## config.mk

```make
export PLATFORM = sky130hd
export DESIGN_NAME = poly_voice_allocator_envelope_top
export DESIGN_NICKNAME = d
export VERILOG_FILES = /design/src/sv/pvae_pkg.sv /design/src/sv/pvae_front.sv /design/src/sv/pvae_cmd_fifo.sv /design/src/sv/pvae_back.sv /design/src/sv/poly_voice_allocator_envelope_top.sv
export VERILOG_INCLUDE_DIRS = /design/src /design/src/sv
export SDC_FILE = /design/constraint.sdc
export NUM_CORES = 2
export LEC_CHECK = 0
export BUFFER_PORTS_ARGS = -buffer_cell sky130_fd_sc_hd__buf_4
export CAP_MARGIN = 20
export CORE_ASPECT_RATIO = 1.4
export CORE_UTILIZATION = 40
export DETAILED_ROUTE_END_ITERATION = 8
export GPL_TIMING_DRIVEN = 0
export PLACE_DENSITY_LB_ADDON = 0.3
export SYNTH_ARGS = -nofsm -noshare
export SYNTH_HDL_FRONTEND = slang
export SYNTH_HIERARCHICAL = 1
export SYNTH_SLANG_ARGS = --single-unit
```

## constraint.sdc

```tcl
create_clock -name clk -period 20.3 [get_ports clk]
set_input_delay 1.015 -clock clk [delete_from_list [all_inputs] [get_ports clk]]
set_output_delay 1.015 -clock clk [all_outputs]
set_load 0.02 [all_outputs]
```

## src/sv/poly_voice_allocator_envelope_top_macros.svh

```systemverilog
// ----------------------------------------------------------------------------
// Assertion macros for the voice allocator.
// Every check is clocked on clk and is disabled while rst_n is low.
// ----------------------------------------------------------------------------
`ifndef POLY_VOICE_ALLOCATOR_ENVELOPE_TOP_MACROS_SVH
`define POLY_VOICE_ALLOCATOR_ENVELOPE_TOP_MACROS_SVH

// A free-form property.
`define PVAE_ASSERT(label, prop, msg) \
    label: assert property (@(posedge clk) disable iff (!rst_n) prop) \
        else $error(msg);

// A same-cycle implication.
`define PVAE_ASSERT_IMPLY(label, ante, cons, msg) \
    label: assert property (@(posedge clk) disable iff (!rst_n) (ante) |-> (cons)) \
        else $error(msg);

`endif

```

## src/sv/pvae_pkg.sv

```systemverilog
// ----------------------------------------------------------------------------
// pvae_pkg
// Shared types and constants of the voice allocator and envelope engine.
// ----------------------------------------------------------------------------
package pvae_pkg;

    localparam int VOICE_COUNT_DEFAULT = 8;
    localparam int MAX_REPORT          = 8;
    localparam int CMD_FIFO_DEPTH      = 2;
    localparam int CFG_INDEX_W         = 3;

    localparam logic [15:0] LEVEL_ONE = 16'h8000;
    localparam logic [16:0] BUSY_FULL = 17'h10000;
    localparam logic [16:0] BUSY_INIT = 17'h10001;

    localparam logic [1:0] KIND_TICK     = 2'd0;
    localparam logic [1:0] KIND_NOTE_ON  = 2'd1;
    localparam logic [1:0] KIND_NOTE_OFF = 2'd2;

    localparam logic [CFG_INDEX_W-1:0] CFG_ATTACK_STEP   = 3'd0;
    localparam logic [CFG_INDEX_W-1:0] CFG_DECAY_COEFF   = 3'd1;
    localparam logic [CFG_INDEX_W-1:0] CFG_RELEASE_COEFF = 3'd2;
    localparam logic [CFG_INDEX_W-1:0] CFG_SUSTAIN_LEVEL = 3'd3;
    localparam logic [CFG_INDEX_W-1:0] CFG_OFF_THRESHOLD = 3'd4;

    localparam logic [15:0] ATTACK_STEP_RST   = 16'd8;
    localparam logic [15:0] DECAY_COEFF_RST   = 16'd65500;
    localparam logic [15:0] RELEASE_COEFF_RST = 16'd65500;
    localparam logic [15:0] SUSTAIN_LEVEL_RST = 16'd16384;
    localparam logic [15:0] OFF_THRESHOLD_RST = 16'd16;

    typedef enum logic [1:0] {
        OP_TICK     = 2'd0,
        OP_NOTE_ON  = 2'd1,
        OP_NOTE_OFF = 2'd2,
        OP_NONE     = 2'd3
    } op_t;

    typedef enum logic [1:0] {
        EG_OFF     = 2'd0,
        EG_ATTACK  = 2'd1,
        EG_HOLD    = 2'd2,
        EG_RELEASE = 2'd3
    } env_t;

    typedef struct packed {
        op_t        op;
        logic [6:0] note;
        logic [6:0] velocity;
    } cmd_t;

    typedef struct packed {
        logic [6:0]  note;
        logic [6:0]  velocity;
        env_t        state;
        logic [15:0] level;
    } voice_t;

    typedef struct packed {
        logic full;
        logic empty;
    } fifo_status_t;

endpackage

```

## src/sv/pvae_front.sv

```systemverilog
// ----------------------------------------------------------------------------
// pvae_front
// Input register: accepts events, decodes the kind and hands commands on.
// ----------------------------------------------------------------------------
module pvae_front
    import pvae_pkg::*;
(
    input  logic         clk,
    input  logic         rst_n,
    input  logic         in_valid,
    output logic         in_stall,
    input  logic [1:0]   kind,
    input  logic [6:0]   note,
    input  logic [6:0]   velocity,
    input  fifo_status_t status,
    output logic         push,
    output cmd_t         cmd
);

    logic cmd_valid_reg;
    logic cmd_valid_next;
    cmd_t cmd_reg;
    cmd_t cmd_next;
    logic accept;

    assign push     = cmd_valid_reg && !status.full;
    assign in_stall = cmd_valid_reg && status.full;
    assign accept   = in_valid && !in_stall;
    assign cmd      = cmd_reg;

    always_comb
    begin
        cmd_next.note     = note;
        cmd_next.velocity = velocity;
        unique case (kind)
            KIND_TICK:     cmd_next.op = OP_TICK;
            KIND_NOTE_ON:  cmd_next.op = OP_NOTE_ON;
            KIND_NOTE_OFF: cmd_next.op = OP_NOTE_OFF;
            default:       cmd_next.op = OP_NONE;
        endcase
    end

    always_comb
    begin
        if (accept)
        begin
            cmd_valid_next = 1'b1;
        end
        else if (push)
        begin
            cmd_valid_next = 1'b0;
        end
        else
        begin
            cmd_valid_next = cmd_valid_reg;
        end
    end

    always_ff @(posedge clk or negedge rst_n)
    begin
        if (!rst_n)
        begin
            cmd_valid_reg <= 1'b0;
        end
        else
        begin
            cmd_valid_reg <= cmd_valid_next;
        end
    end

    always_ff @(posedge clk)
    begin
        if (accept)
        begin
            cmd_reg <= cmd_next;
        end
    end

endmodule

```

## src/sv/pvae_cmd_fifo.sv

```systemverilog
// ----------------------------------------------------------------------------
// pvae_cmd_fifo
// Short command queue that decouples the input side from the voice engine.
// ----------------------------------------------------------------------------
module pvae_cmd_fifo
    import pvae_pkg::*;
(
    input  logic         clk,
    input  logic         rst_n,
    input  logic         push,
    input  cmd_t         push_data,
    input  logic         pop,
    output cmd_t         pop_data,
    output fifo_status_t status
);

    localparam int PTR_W = (CMD_FIFO_DEPTH > 1) ? $clog2(CMD_FIFO_DEPTH) : 1;
    localparam int CNT_W = $clog2(CMD_FIFO_DEPTH + 1);
    localparam logic [PTR_W-1:0] LAST_PTR = PTR_W'(CMD_FIFO_DEPTH - 1);
    localparam logic [CNT_W-1:0] FULL_CNT = CNT_W'(CMD_FIFO_DEPTH);

    cmd_t             entry_reg [CMD_FIFO_DEPTH];
    logic [PTR_W-1:0] wr_ptr_reg;
    logic [PTR_W-1:0] wr_ptr_next;
    logic [PTR_W-1:0] rd_ptr_reg;
    logic [PTR_W-1:0] rd_ptr_next;
    logic [CNT_W-1:0] count_reg;
    logic [CNT_W-1:0] count_next;
    logic             do_push;
    logic             do_pop;

    assign status.full  = (count_reg == FULL_CNT);
    assign status.empty = (count_reg == '0);
    assign do_push      = push && !status.full;
    assign do_pop       = pop && !status.empty;
    assign pop_data     = entry_reg[rd_ptr_reg];

    always_comb
    begin
        wr_ptr_next = wr_ptr_reg;
        rd_ptr_next = rd_ptr_reg;
        count_next  = count_reg;
        if (do_push)
        begin
            wr_ptr_next = (wr_ptr_reg == LAST_PTR) ? '0 : wr_ptr_reg + 1'b1;
        end
        if (do_pop)
        begin
            rd_ptr_next = (rd_ptr_reg == LAST_PTR) ? '0 : rd_ptr_reg + 1'b1;
        end
        case ({do_push, do_pop})
            2'b10:   count_next = count_reg + 1'b1;
            2'b01:   count_next = count_reg - 1'b1;
            default: count_next = count_reg;
        endcase
    end

    always_ff @(posedge clk or negedge rst_n)
    begin
        if (!rst_n)
        begin
            wr_ptr_reg <= '0;
            rd_ptr_reg <= '0;
            count_reg  <= '0;
        end
        else
        begin
            wr_ptr_reg <= wr_ptr_next;
            rd_ptr_reg <= rd_ptr_next;
            count_reg  <= count_next;
        end
    end

    always_ff @(posedge clk)
    begin
        if (do_push)
        begin
            entry_reg[wr_ptr_reg] <= push_data;
        end
    end

endmodule

```

## src/sv/pvae_back.sv

```systemverilog
// ----------------------------------------------------------------------------
// pvae_back
// Voice engine: configuration registers, voice memory, result register and a
// sequencer for ticks and voice searches, one voice per cycle unless a tick stalls.
// ----------------------------------------------------------------------------
`include "poly_voice_allocator_envelope_top_macros.svh"

module pvae_back
    import pvae_pkg::*;
#(
    parameter int VOICE_COUNT = VOICE_COUNT_DEFAULT
)
(
    input  logic                   clk,
    input  logic                   rst_n,
    input  logic                   cfg_valid,
    output logic                   cfg_ready,
    input  logic [CFG_INDEX_W-1:0] cfg_index,
    input  logic [15:0]            cfg_data,
    input  fifo_status_t           status,
    output logic                   pop,
    input  cmd_t                   cmd,
    output logic                   out_valid,
    input  logic                   out_stall,
    output logic [2:0]             voice_index,
    output logic                   found,
    output logic [6:0]             voice_note,
    output logic [6:0]             voice_velocity,
    output logic [1:0]             env_state,
    output logic [15:0]            env_level,
    output logic                   last
);

    localparam int VIDX_W       = (VOICE_COUNT > 1) ? $clog2(VOICE_COUNT) : 1;
    localparam int REPORT_COUNT = (VOICE_COUNT < MAX_REPORT) ? VOICE_COUNT : MAX_REPORT;
    localparam logic [VIDX_W-1:0] LAST_VOICE  = VIDX_W'(VOICE_COUNT - 1);
    localparam logic [VIDX_W-1:0] LAST_REPORT = VIDX_W'(REPORT_COUNT - 1);

    typedef enum logic [4:0] {
        S_IDLE     = 5'b00001,
        S_TICK     = 5'b00010,
        S_SCAN_ON  = 5'b00100,
        S_SCAN_OFF = 5'b01000,
        S_COMMIT   = 5'b10000
    } state_t;

    state_t state_reg;
    state_t state_next;
    logic [VIDX_W-1:0] v_reg;
    logic [VIDX_W-1:0] v_next;

    logic [15:0] attack_step_reg;
    logic [15:0] decay_coeff_reg;
    logic [15:0] release_coeff_reg;
    logic [15:0] sustain_level_reg;
    logic [15:0] off_threshold_reg;

    op_t         op_reg;
    logic [6:0]  note_reg;
    logic [6:0]  vel_reg;
    logic [16:0] best_reg;
    logic [VIDX_W-1:0] pick_reg;
    logic        hit_reg;
    logic [VIDX_W-1:0] hit_idx_reg;
    voice_t      hit_rec_reg;

    voice_t            voice_mem [VOICE_COUNT];
    logic [VOICE_COUNT-1:0] valid_reg;
    voice_t            rd_data_reg;
    logic              rd_valid_reg;
    logic              rd_en;
    logic [VIDX_W-1:0] rd_addr;
    logic              we;
    logic [VIDX_W-1:0] wr_addr;
    voice_t            wr_data;

    voice_t            rec;
    voice_t            stepped;
    logic [16:0]       attack_sum;
    logic signed [17:0] diff;
    logic [15:0]       mag;
    logic [15:0]       mul_a;
    logic [15:0]       mul_b;
    logic [31:0]       product;
    logic [15:0]       prod_hi;
    logic signed [18:0] hold_res;
    logic [16:0]       busy;
    logic              better;
    logic              match;
    logic              report;

    logic              out_free;
    logic              emit;
    voice_t            emit_rec;
    logic [VIDX_W-1:0] emit_idx;
    logic              emit_found;
    logic              emit_last;

    logic              out_valid_reg;
    logic [2:0]        voice_index_reg;
    logic              found_reg;
    logic [6:0]        voice_note_reg;
    logic [6:0]        voice_velocity_reg;
    env_t              env_state_reg;
    logic [15:0]       env_level_reg;
    logic              last_reg;

    assign cfg_ready      = 1'b1;
    assign out_valid      = out_valid_reg;
    assign voice_index    = voice_index_reg;
    assign found          = found_reg;
    assign voice_note     = voice_note_reg;
    assign voice_velocity = voice_velocity_reg;
    assign env_state      = env_state_reg;
    assign env_level      = env_level_reg;
    assign last           = last_reg;

    assign out_free = !out_valid_reg || !out_stall;
    assign rec      = rd_valid_reg ? rd_data_reg : '0;

    always_ff @(posedge clk or negedge rst_n)
    begin
        if (!rst_n)
        begin
            attack_step_reg   <= ATTACK_STEP_RST;
            decay_coeff_reg   <= DECAY_COEFF_RST;
            release_coeff_reg <= RELEASE_COEFF_RST;
            sustain_level_reg <= SUSTAIN_LEVEL_RST;
            off_threshold_reg <= OFF_THRESHOLD_RST;
        end
        else if (cfg_valid)
        begin
            unique case (cfg_index)
                CFG_ATTACK_STEP:   attack_step_reg   <= cfg_data;
                CFG_DECAY_COEFF:   decay_coeff_reg   <= cfg_data;
                CFG_RELEASE_COEFF: release_coeff_reg <= cfg_data;
                CFG_SUSTAIN_LEVEL: sustain_level_reg <= cfg_data;
                CFG_OFF_THRESHOLD: off_threshold_reg <= cfg_data;
                default:           ;
            endcase
        end
    end

    always_comb
    begin
        attack_sum = {1'b0, rec.level} + {1'b0, attack_step_reg};
        diff       = $signed({2'b00, rec.level}) - $signed({2'b00, sustain_level_reg});
        mag        = diff[17] ? 16'(-diff) : diff[15:0];
        mul_a      = (rec.state == EG_HOLD) ? mag : rec.level;
        mul_b      = (rec.state == EG_HOLD) ? decay_coeff_reg : release_coeff_reg;
        product    = mul_a * mul_b;
        prod_hi    = product[31:16];
        if (diff[17])
        begin
            hold_res = $signed({3'b000, sustain_level_reg}) - $signed({3'b000, prod_hi});
        end
        else
        begin
            hold_res = $signed({3'b000, sustain_level_reg}) + $signed({3'b000, prod_hi});
        end

        stepped = rec;
        unique case (rec.state)
            EG_ATTACK:
            begin
                if (attack_sum > {1'b0, LEVEL_ONE})
                begin
                    stepped.level = LEVEL_ONE;
                    stepped.state = EG_HOLD;
                end
                else
                begin
                    stepped.level = attack_sum[15:0];
                end
            end
            EG_HOLD:
            begin
                if (hold_res[18])
                begin
                    stepped.level = '0;
                end
                else if (hold_res > $signed({3'b000, LEVEL_ONE}))
                begin
                    stepped.level = LEVEL_ONE;
                end
                else
                begin
                    stepped.level = hold_res[15:0];
                end
            end
            EG_RELEASE:
            begin
                if (prod_hi < off_threshold_reg)
                begin
                    stepped.level = '0;
                    stepped.state = EG_OFF;
                end
                else
                begin
                    stepped.level = prod_hi;
                end
            end
            default:
            begin
                stepped = rec;
            end
        endcase
    end

    always_comb
    begin
        case (rec.state)
            EG_OFF:     busy = '0;
            EG_RELEASE: busy = {1'b0, rec.level};
            default:    busy = BUSY_FULL;
        endcase
        better = busy < best_reg;
        match  = (rec.note == note_reg) &&
                 ((rec.state == EG_ATTACK) || (rec.state == EG_HOLD));
        report = (v_reg <= LAST_REPORT);
    end

    always_comb
    begin
        state_next = state_reg;
        v_next     = v_reg;
        pop        = 1'b0;
        rd_en      = 1'b0;
        rd_addr    = VIDX_W'(v_reg + 1'b1);
        we         = 1'b0;
        wr_addr    = v_reg;
        wr_data    = stepped;
        emit       = 1'b0;
        emit_rec   = '0;
        emit_idx   = '0;
        emit_found = 1'b0;
        emit_last  = 1'b1;

        unique case (state_reg)
            S_IDLE:
            begin
                if (!status.empty)
                begin
                    pop     = 1'b1;
                    rd_en   = 1'b1;
                    rd_addr = '0;
                    v_next  = '0;
                    unique case (cmd.op)
                        OP_TICK:     state_next = S_TICK;
                        OP_NOTE_ON:  state_next = S_SCAN_ON;
                        OP_NOTE_OFF: state_next = S_SCAN_OFF;
                        default:     state_next = S_COMMIT;
                    endcase
                end
            end
            S_TICK:
            begin
                if (!report || out_free)
                begin
                    we         = 1'b1;
                    emit       = report;
                    emit_rec   = stepped;
                    emit_idx   = v_reg;
                    emit_found = 1'b1;
                    emit_last  = (v_reg == LAST_REPORT);
                    if (v_reg == LAST_VOICE)
                    begin
                        state_next = S_IDLE;
                    end
                    else
                    begin
                        v_next = VIDX_W'(v_reg + 1'b1);
                        rd_en  = 1'b1;
                    end
                end
            end
            S_SCAN_ON,
            S_SCAN_OFF:
            begin
                if (v_reg == LAST_VOICE)
                begin
                    state_next = S_COMMIT;
                end
                else
                begin
                    v_next = VIDX_W'(v_reg + 1'b1);
                    rd_en  = 1'b1;
                end
            end
            S_COMMIT:
            begin
                if (out_free)
                begin
                    emit       = 1'b1;
                    state_next = S_IDLE;
                    case (op_reg)
                        OP_NOTE_ON:
                        begin
                            we             = 1'b1;
                            wr_addr        = pick_reg;
                            wr_data.note     = note_reg;
                            wr_data.velocity = vel_reg;
                            wr_data.state    = EG_ATTACK;
                            wr_data.level    = '0;
                            emit_rec       = wr_data;
                            emit_idx       = pick_reg;
                            emit_found     = 1'b1;
                        end
                        OP_NOTE_OFF:
                        begin
                            if (hit_reg)
                            begin
                                we            = 1'b1;
                                wr_addr       = hit_idx_reg;
                                wr_data       = hit_rec_reg;
                                wr_data.state = EG_RELEASE;
                                emit_rec      = wr_data;
                                emit_idx      = hit_idx_reg;
                                emit_found    = 1'b1;
                            end
                        end
                        default:
                        begin
                            emit_found = 1'b0;
                        end
                    endcase
                end
            end
            default:
            begin
                state_next = S_IDLE;
            end
        endcase
    end

    always_ff @(posedge clk or negedge rst_n)
    begin
        if (!rst_n)
        begin
            state_reg     <= S_IDLE;
            v_reg         <= '0;
            hit_reg       <= 1'b0;
            valid_reg     <= '0;
            rd_valid_reg  <= 1'b0;
            out_valid_reg <= 1'b0;
        end
        else
        begin
            state_reg <= state_next;
            v_reg     <= v_next;
            if (pop)
            begin
                hit_reg <= 1'b0;
            end
            else if ((state_reg == S_SCAN_OFF) && match && !hit_reg)
            begin
                hit_reg <= 1'b1;
            end
            if (we)
            begin
                valid_reg[wr_addr] <= 1'b1;
            end
            if (rd_en)
            begin
                rd_valid_reg <= valid_reg[rd_addr];
            end
            if (emit)
            begin
                out_valid_reg <= 1'b1;
            end
            else if (!out_stall)
            begin
                out_valid_reg <= 1'b0;
            end
        end
    end

    always_ff @(posedge clk)
    begin
        if (we)
        begin
            voice_mem[wr_addr] <= wr_data;
        end
        if (rd_en)
        begin
            rd_data_reg <= voice_mem[rd_addr];
        end
    end

    always_ff @(posedge clk)
    begin
        if (pop)
        begin
            op_reg   <= cmd.op;
            note_reg <= cmd.note;
            vel_reg  <= cmd.velocity;
            best_reg <= BUSY_INIT;
            pick_reg <= '0;
        end
        else if ((state_reg == S_SCAN_ON) && better)
        begin
            best_reg <= busy;
            pick_reg <= v_reg;
        end
        if ((state_reg == S_SCAN_OFF) && match && !hit_reg)
        begin
            hit_idx_reg <= v_reg;
            hit_rec_reg <= rec;
        end
        if (emit)
        begin
            voice_index_reg    <= 3'(emit_idx);
            found_reg          <= emit_found;
            voice_note_reg     <= emit_rec.note;
            voice_velocity_reg <= emit_rec.velocity;
            env_state_reg      <= emit_rec.state;
            env_level_reg      <= emit_rec.level;
            last_reg           <= emit_last;
        end
    end

    `PVAE_ASSERT_IMPLY(a_no_overwrite, emit && out_valid_reg, !out_stall, "result overwritten while stalled")
    `PVAE_ASSERT_IMPLY(a_level_range, out_valid_reg, env_level_reg <= LEVEL_ONE, "envelope level above one")
    `PVAE_ASSERT_IMPLY(a_empty_result, out_valid_reg && !found_reg, (voice_index_reg == 3'd0) && (voice_note_reg == 7'd0) && (env_level_reg == 16'd0) && (env_state_reg == EG_OFF), "empty result carries voice data")
    `PVAE_ASSERT_IMPLY(a_port_conflict, we && rd_en, wr_addr != rd_addr, "voice memory read and write collide")
    `PVAE_ASSERT(a_commit_done, (state_reg == S_COMMIT && out_free) |=> (state_reg == S_IDLE), "commit did not return to idle")

endmodule

```

## src/sv/poly_voice_allocator_envelope_top.sv

```systemverilog
// ----------------------------------------------------------------------------
// poly_voice_allocator_envelope_top
// Polyphonic voice allocator with per-voice exponential envelopes.
// ----------------------------------------------------------------------------
// Events enter on the input channel (in_valid, in_stall; kind, note, velocity)
// and results leave on the output channel (out_valid, out_stall). A transaction
// moves on a rising edge with valid high and stall low. The five envelope
// registers are written through cfg_valid/cfg_ready, cfg_index and cfg_data;
// the user must write them only while the block is idle, as the block itself
// does not enforce it; cfg_ready is always high. The input register and a
// two-entry command queue decouple the input side from the voice engine, so
// events are taken while the engine works. The engine visits one voice per
// cycle in its voice memory: a sample tick steps every voice and reports the
// first eight voices (all, if fewer) one per cycle while results are taken;
// a note-on or note-off scans all voices and then commits; an unused kind
// goes straight to the commit step, which gives an empty result.
// A stalled receiver holds the result register and halts the engine, when it
// has a result to give, until the result is taken.
// Reset restores the register defaults and marks every voice off at once.
// ----------------------------------------------------------------------------
module poly_voice_allocator_envelope_top
    import pvae_pkg::*;
#(
    parameter int VOICE_COUNT = VOICE_COUNT_DEFAULT
)
(
    input  logic                   clk,
    input  logic                   rst_n,
    input  logic                   in_valid,
    output logic                   in_stall,
    input  logic [1:0]             kind,
    input  logic [6:0]             note,
    input  logic [6:0]             velocity,
    output logic                   out_valid,
    input  logic                   out_stall,
    output logic [2:0]             voice_index,
    output logic                   found,
    output logic [6:0]             voice_note,
    output logic [6:0]             voice_velocity,
    output logic [1:0]             env_state,
    output logic [15:0]            env_level,
    output logic                   last,
    input  logic                   cfg_valid,
    output logic                   cfg_ready,
    input  logic [CFG_INDEX_W-1:0] cfg_index,
    input  logic [15:0]            cfg_data
);

    fifo_status_t status;
    logic         push;
    logic         pop;
    cmd_t         push_cmd;
    cmd_t         pop_cmd;

    pvae_front u_front
    (
        .clk      (clk),
        .rst_n    (rst_n),
        .in_valid (in_valid),
        .in_stall (in_stall),
        .kind     (kind),
        .note     (note),
        .velocity (velocity),
        .status   (status),
        .push     (push),
        .cmd      (push_cmd)
    );

    pvae_cmd_fifo u_cmd_fifo
    (
        .clk       (clk),
        .rst_n     (rst_n),
        .push      (push),
        .push_data (push_cmd),
        .pop       (pop),
        .pop_data  (pop_cmd),
        .status    (status)
    );

    pvae_back #(
        .VOICE_COUNT (VOICE_COUNT)
    ) u_back
    (
        .clk            (clk),
        .rst_n          (rst_n),
        .cfg_valid      (cfg_valid),
        .cfg_ready      (cfg_ready),
        .cfg_index      (cfg_index),
        .cfg_data       (cfg_data),
        .status         (status),
        .pop            (pop),
        .cmd            (pop_cmd),
        .out_valid      (out_valid),
        .out_stall      (out_stall),
        .voice_index    (voice_index),
        .found          (found),
        .voice_note     (voice_note),
        .voice_velocity (voice_velocity),
        .env_state      (env_state),
        .env_level      (env_level),
        .last           (last)
    );

endmodule

```

# == Yosys cells after proc, flatten, opt, wreduce, memory -nomap -nowiden ==
# Memory sizes are Yosys's and may differ from the RTL's. A register that Yosys moved wholly into a read port is not among the register bits.
# Cells that the tools add are included.
# totals
out_inout_bits,40
memories,2
input_bits,40
reg_bits,226
wordCells,199
ram_bits,288
# mem_list
name,words,word_bits,rd,rd_ports_with_merged_regs,write_ports,line,rtl
u_back.voice_mem,8,32,1,1,1,pvae_back.sv:67,voice_t voice_mem [VOICE_COUNT];
u_cmd_fifo.entry_reg,2,16,1,0,1,pvae_cmd_fifo.sv:22,cmd_t entry_reg [CMD_FIFO_DEPTH];
# classes
n_eq_ne,29
add_sub_neg,10
reduce_logical,38
multipliers,1
bitwise_logic,1
muxes,76
magnitude_cmp,8
# op_table
op,count
$mux 32,7
$pmux 32 s2,3
$mux 16,7
$pmux 16 s3,1
$add 16x16->17,2
$pmux 17 s2,1
$sub 16x16->17,2
$mux 3,11
$mul 16x16->32,1
$mux 5,5
$mux 1,23
$pmux 5 s4,1
$gt 19x17->1 const B,1
$mux 19,1
$pmux 3 s2,3
$gt 17x16->1 const B,1
$lt 17x17->1,1
$lt 16x16->1,1
$neg 16->16,1
$pmux 5 s3,1
$eq 2x2->1 const B,7
$reduce_and 2->1,6
$eq 2x1->1 const B,5
$logic_and 1x1->1,10
36 further kinds,61

# == Logic depth before layout (Yosys ltp) ==
# logic_depth
word_depth,16
mapped_depth,57
ltp_nobuf,49

# == Hierarchy ==
# Netlist, hierarchy kept.
# modules_own_cells
mod,cells_per_inst,instances,seq_area_each_um2,area_each_um2
pvae_back,3270,1,14146.1,34222.8
pvae_cmd_fifo,68,1,1061.0,1402.6
pvae_front,23,1,505.5,540.5

# == Least setup slack after synthesis ==
# Ideal clock, no wire load.
# synth_timing
path_type,flip-flop to flip-flop
from,register u_back.rd_valid_reg
to,"memory u_back/voice_mem[0][4] (netlist name), data pin"
path_buffers,12
stages_incl_launch_ff,54
t_arrival_ps,12083
synth_period_minus_slack_ps,12299
slack_ps,8001
setup_time_ps,216
t_required_ps,20084
cell_sequence,dfrtp_1 -> buf_6 -> buf_6 -> buf_4 -> buf_2 -> buf_1 -> buf_1 -> nand2_1 -> inv_1 -> ha_1 -> a21oi_1 -> o21ai_0 -> a221oi_2 -> nand3_1 -> buf_2 -> a21oi_1 -> xnor2_1 -> nand2_1 -> [18 not listed] -> o211a_1 -> buf_6 -> o2111a_1 -> nor3_2 -> inv_1 -> ha_1 -> clkbuf_1 -> inv_1 -> a221o_1 -> a31oi_1 -> o211a_1 -> a32oi_1 -> a211oi_2 -> clkbuf_1 -> a31oi_1 -> o221ai_2 -> o21ai_1 -> o21ai_1
# synth_lines
element,line,rtl
from (decl),pvae_back.sv:70,logic rd_valid_reg;
from (signal assigned),pvae_back.sv:365,rd_valid_reg <= valid_reg[rd_addr];
to (decl),pvae_back.sv:67,

==> summary.md <==
| Metric | Value |
|---|---|
| Critical Path Fanout Max | 10 |
| Largest register FFs | 256 |
| Final worst-path cycle share | 87.3% |
| CTS Hold Buffers Added | 0 |
| Compound-Gate Fraction of Synth Area | 11.1% |
| Simple-gate share of the synthesized area | 13.6% |
| Post-synth EDFFs | 422 |
| Vias in the first global route | 27000 |
| Final hold violation count | 0 |
| I/O pin total | 80 |
| Post-CTS sizing | 0 |
| Placer Congestion | 0.967 |
| Htree depth | 2 |
| Main combinational cell family by area after synthesis | adder cells |
| Pin count of the biggest net entering global routing | 60 |
| Cell variety after synth | 125 |
| Row count | 130 |
| Clock skew | 0.0315 ns |
| Clock transition at path regs | 0.07 ns |
| Leading cell type in the layout, fill and taps excluded | nand2_1 |
| Worst Path Required | 20.58 ns |
| Clk root buf | clkbuf_16 |
| Initial Utilization | 40.4% |
| Antenna Nets Post-Route | 0 |
| Async set-reset flop share out of synthesis | 19.0% |
| Slowest-stage cell, CP | a21oi_1 |
| CP Capture Type | flop |
| Final setup vio count | 0 |
| Setup Buffers After CTS | 0 |
| Area of the mapped netlist | 36200 µm² |
| Max-cap violations | 0 |
| Register area share after synthesis | 43.4% |
| Final worst path period need | 17.73 ns |
| Synthesized netlist cell count | 3361 |
| Ys flop type | edfxtp_1 |
| Min-Delay Path Class | primary input to async pin |
| Mux cell area share after synthesis | 6.12% |
| Worst R2R Setup Slack | 2.57 ns |
| Total number of vias | 26500 |
| Routed wire length | 111000 µm |
| # clock sinks | 546 |
| Antenna Cells | 0 |
| Setup TNS Final | 0 ns |
| CP Class | flop to flop |
| RSZ-0062 raised after global routing | no |
| Status | finished, final reports clean |
| DRT iter0 DRCs | 2005 |
| CTS Buf Count | 51 |
| CP Launch Point | u_back/rd_valid_reg |
| Fillers | 8439 |
| Final Slew Violations | 0 |
| Syn. warnings | 6 |
| Die width | 256 µm |
| Overflow after GRT | 0 |
| DRC viols | 0 |
| Hpwl dp | 86900 µm |
| Synth area leaders | edfxtp_1 35%, fa_1 11%, ha_1 6.9%, nand2_1 5.6%, dfrtp_1 5.1% |
| CTS tree | yes |
| Total track usage | 24.3% |
| Initial antenna violation count | 0 |
| Crit path largest cell delay | 0.80 ns |
| DIE AREA | 91600 µm² |
| Synthesized area per cell | 10.8 µm² |
| Core footprint | 89600 µm² |
| CP Launch Type | flop |
| Max_slew headroom | 18.2% |
| Synth Area in XOR/XNOR | 2.25% |
| Crit path top cell by count | inv_1 |
| Layout cells sized above 1 | 13.3% |
| Worst-Skew Late Latency | 0.63 ns |
| Data arrival time of the worst path | 18.02 ns |
| Worst reg2reg path startpoint | u_back/rd_valid_reg |
| PortBufs | 76 |
| Height of the die | 358 µm |
| Area leader, netlist | edfxtp_1 |
| Adder-cell share of the synthesized area | 17.8% |
| Fmax | 56.4 MHz |
| Synthesized Nets | 3795 |
| Global-route wire length before repair | 167000 µm |
| Routed wire length per instance | 23.4 µm |
| Top-area cell type share of the netlist area | 35.0% |
| Fin nets | 3952 |
| DR pass1 iterations | 5 |
| Synth-to-layout area growth | 11.6% |
| Vias/cell | 5.58 |
| Synthesis-stage register bit count | 546 |
| Commonest cells after routing, fill and taps aside | 537 x nand2_1, 422 x edfxtp_1, 362 x inv_1 |
| Clk buf depth | 3 |
| Slew @ Worst Pin | 1.22 ns |
## Yosys cell counts, types with 68 or more instances
library cell,count
ha_1,199
o21ai_0,175
dfrtp_1,74
mux2_2,87
edfxtp_1,422
xnor2_1,68
fa_1,195
inv_1,363
a21oi_1,102
clkbuf_1,100
nand2_1,537
nand3_1,73
nor2_1,176
## per-layer routing
| layer | vias up | track usage, % | share of wire, % |
|---|---|---|---|
| li1 | 12000 | - | - |
| met1 | 13300 | 25.9 | 36 |
| met2 | 840 | 45.3 | 53 |
| met3 | 293 | 2.84 | 4.1 |
| met4 | 0 | 15.9 | 7.2 |
| met5 | - | 0 | 0 |
## layout make-up
cell class | instances | area, µm² | area share, %
Multi-Input combinational cell | 2300 | 18500 | 45.8
Sequential cell | 546 | 15700 | 38.9
Tap cell | 1188 | 1490 | 3.68
Inverter | 366 | 1370 | 3.40
Clock buffer | 59 | 1330 | 3.29
Timing Repair Buffer | 104 | 951 | 2.36
Buffer | 149 | 686 | 1.70
Clock inverter | 36 | 357 | 0.883
## cell families (layout without fill, tap and decap cells)
family                   count (synthesis)  count (layout)
AND/OR/NAND/NOR                       1058            1058
AO/OA/AOI/OAI                          592             592
flip-flops                             546             546
buffers and inverters                  515             714
adder cells (fa/ha/maj)                397             397
multiplexers                           164             164
XOR/XNOR                                88              88
other                                    1               1
## path summary, 6_finish.rpt
check / endpoint / cells past startpoint
setup / recovery: u_back/voice_mem[4][8] / 53
min in group clk: u_cmd_fifo/entry_reg[1][5] / 0
hold / removal: u_back/off_threshold_reg[10] / 1
max in group asynchronous: u_back/decay_coeff_reg[3] / 2
hold reg to reg: u_cmd_fifo/entry_reg[1][5] / 0
setup reg to reg: u_back/voice_mem[4][8] / 53
## metrics by stage
stage                     std cells  worst slack (ns)  utilization [%]  area (µm²)  hold WS [ns]
final                          4748              2.57             45.0       40400         0.408
after global routing           4748              2.02             45.0       40400         0.416
after CTS                      4747              2.86             45.0       40400         0.383
after floorplan                3361              8.00                -       36200         0.421
after global placement         4625              2.84             42.6       38200         0.423
after detailed placement       4652              2.93             43.2       38700         0.434
## critical path, delay by kind of cell, from the launching register on
kind	cells	cell delay (ns)
xor gates and xnor gates	1	0.13
adders and majority gates	9	3.92
DFF	1	0.46
buffers and inverters	19	5.11
AOI/OAI and AO/OA	15	5.00
and+or+nand+nor	9	2.67
Power is not shown: default switching activity piles up to over one toggle a cycle in this logic, so the estimate is an artifact.
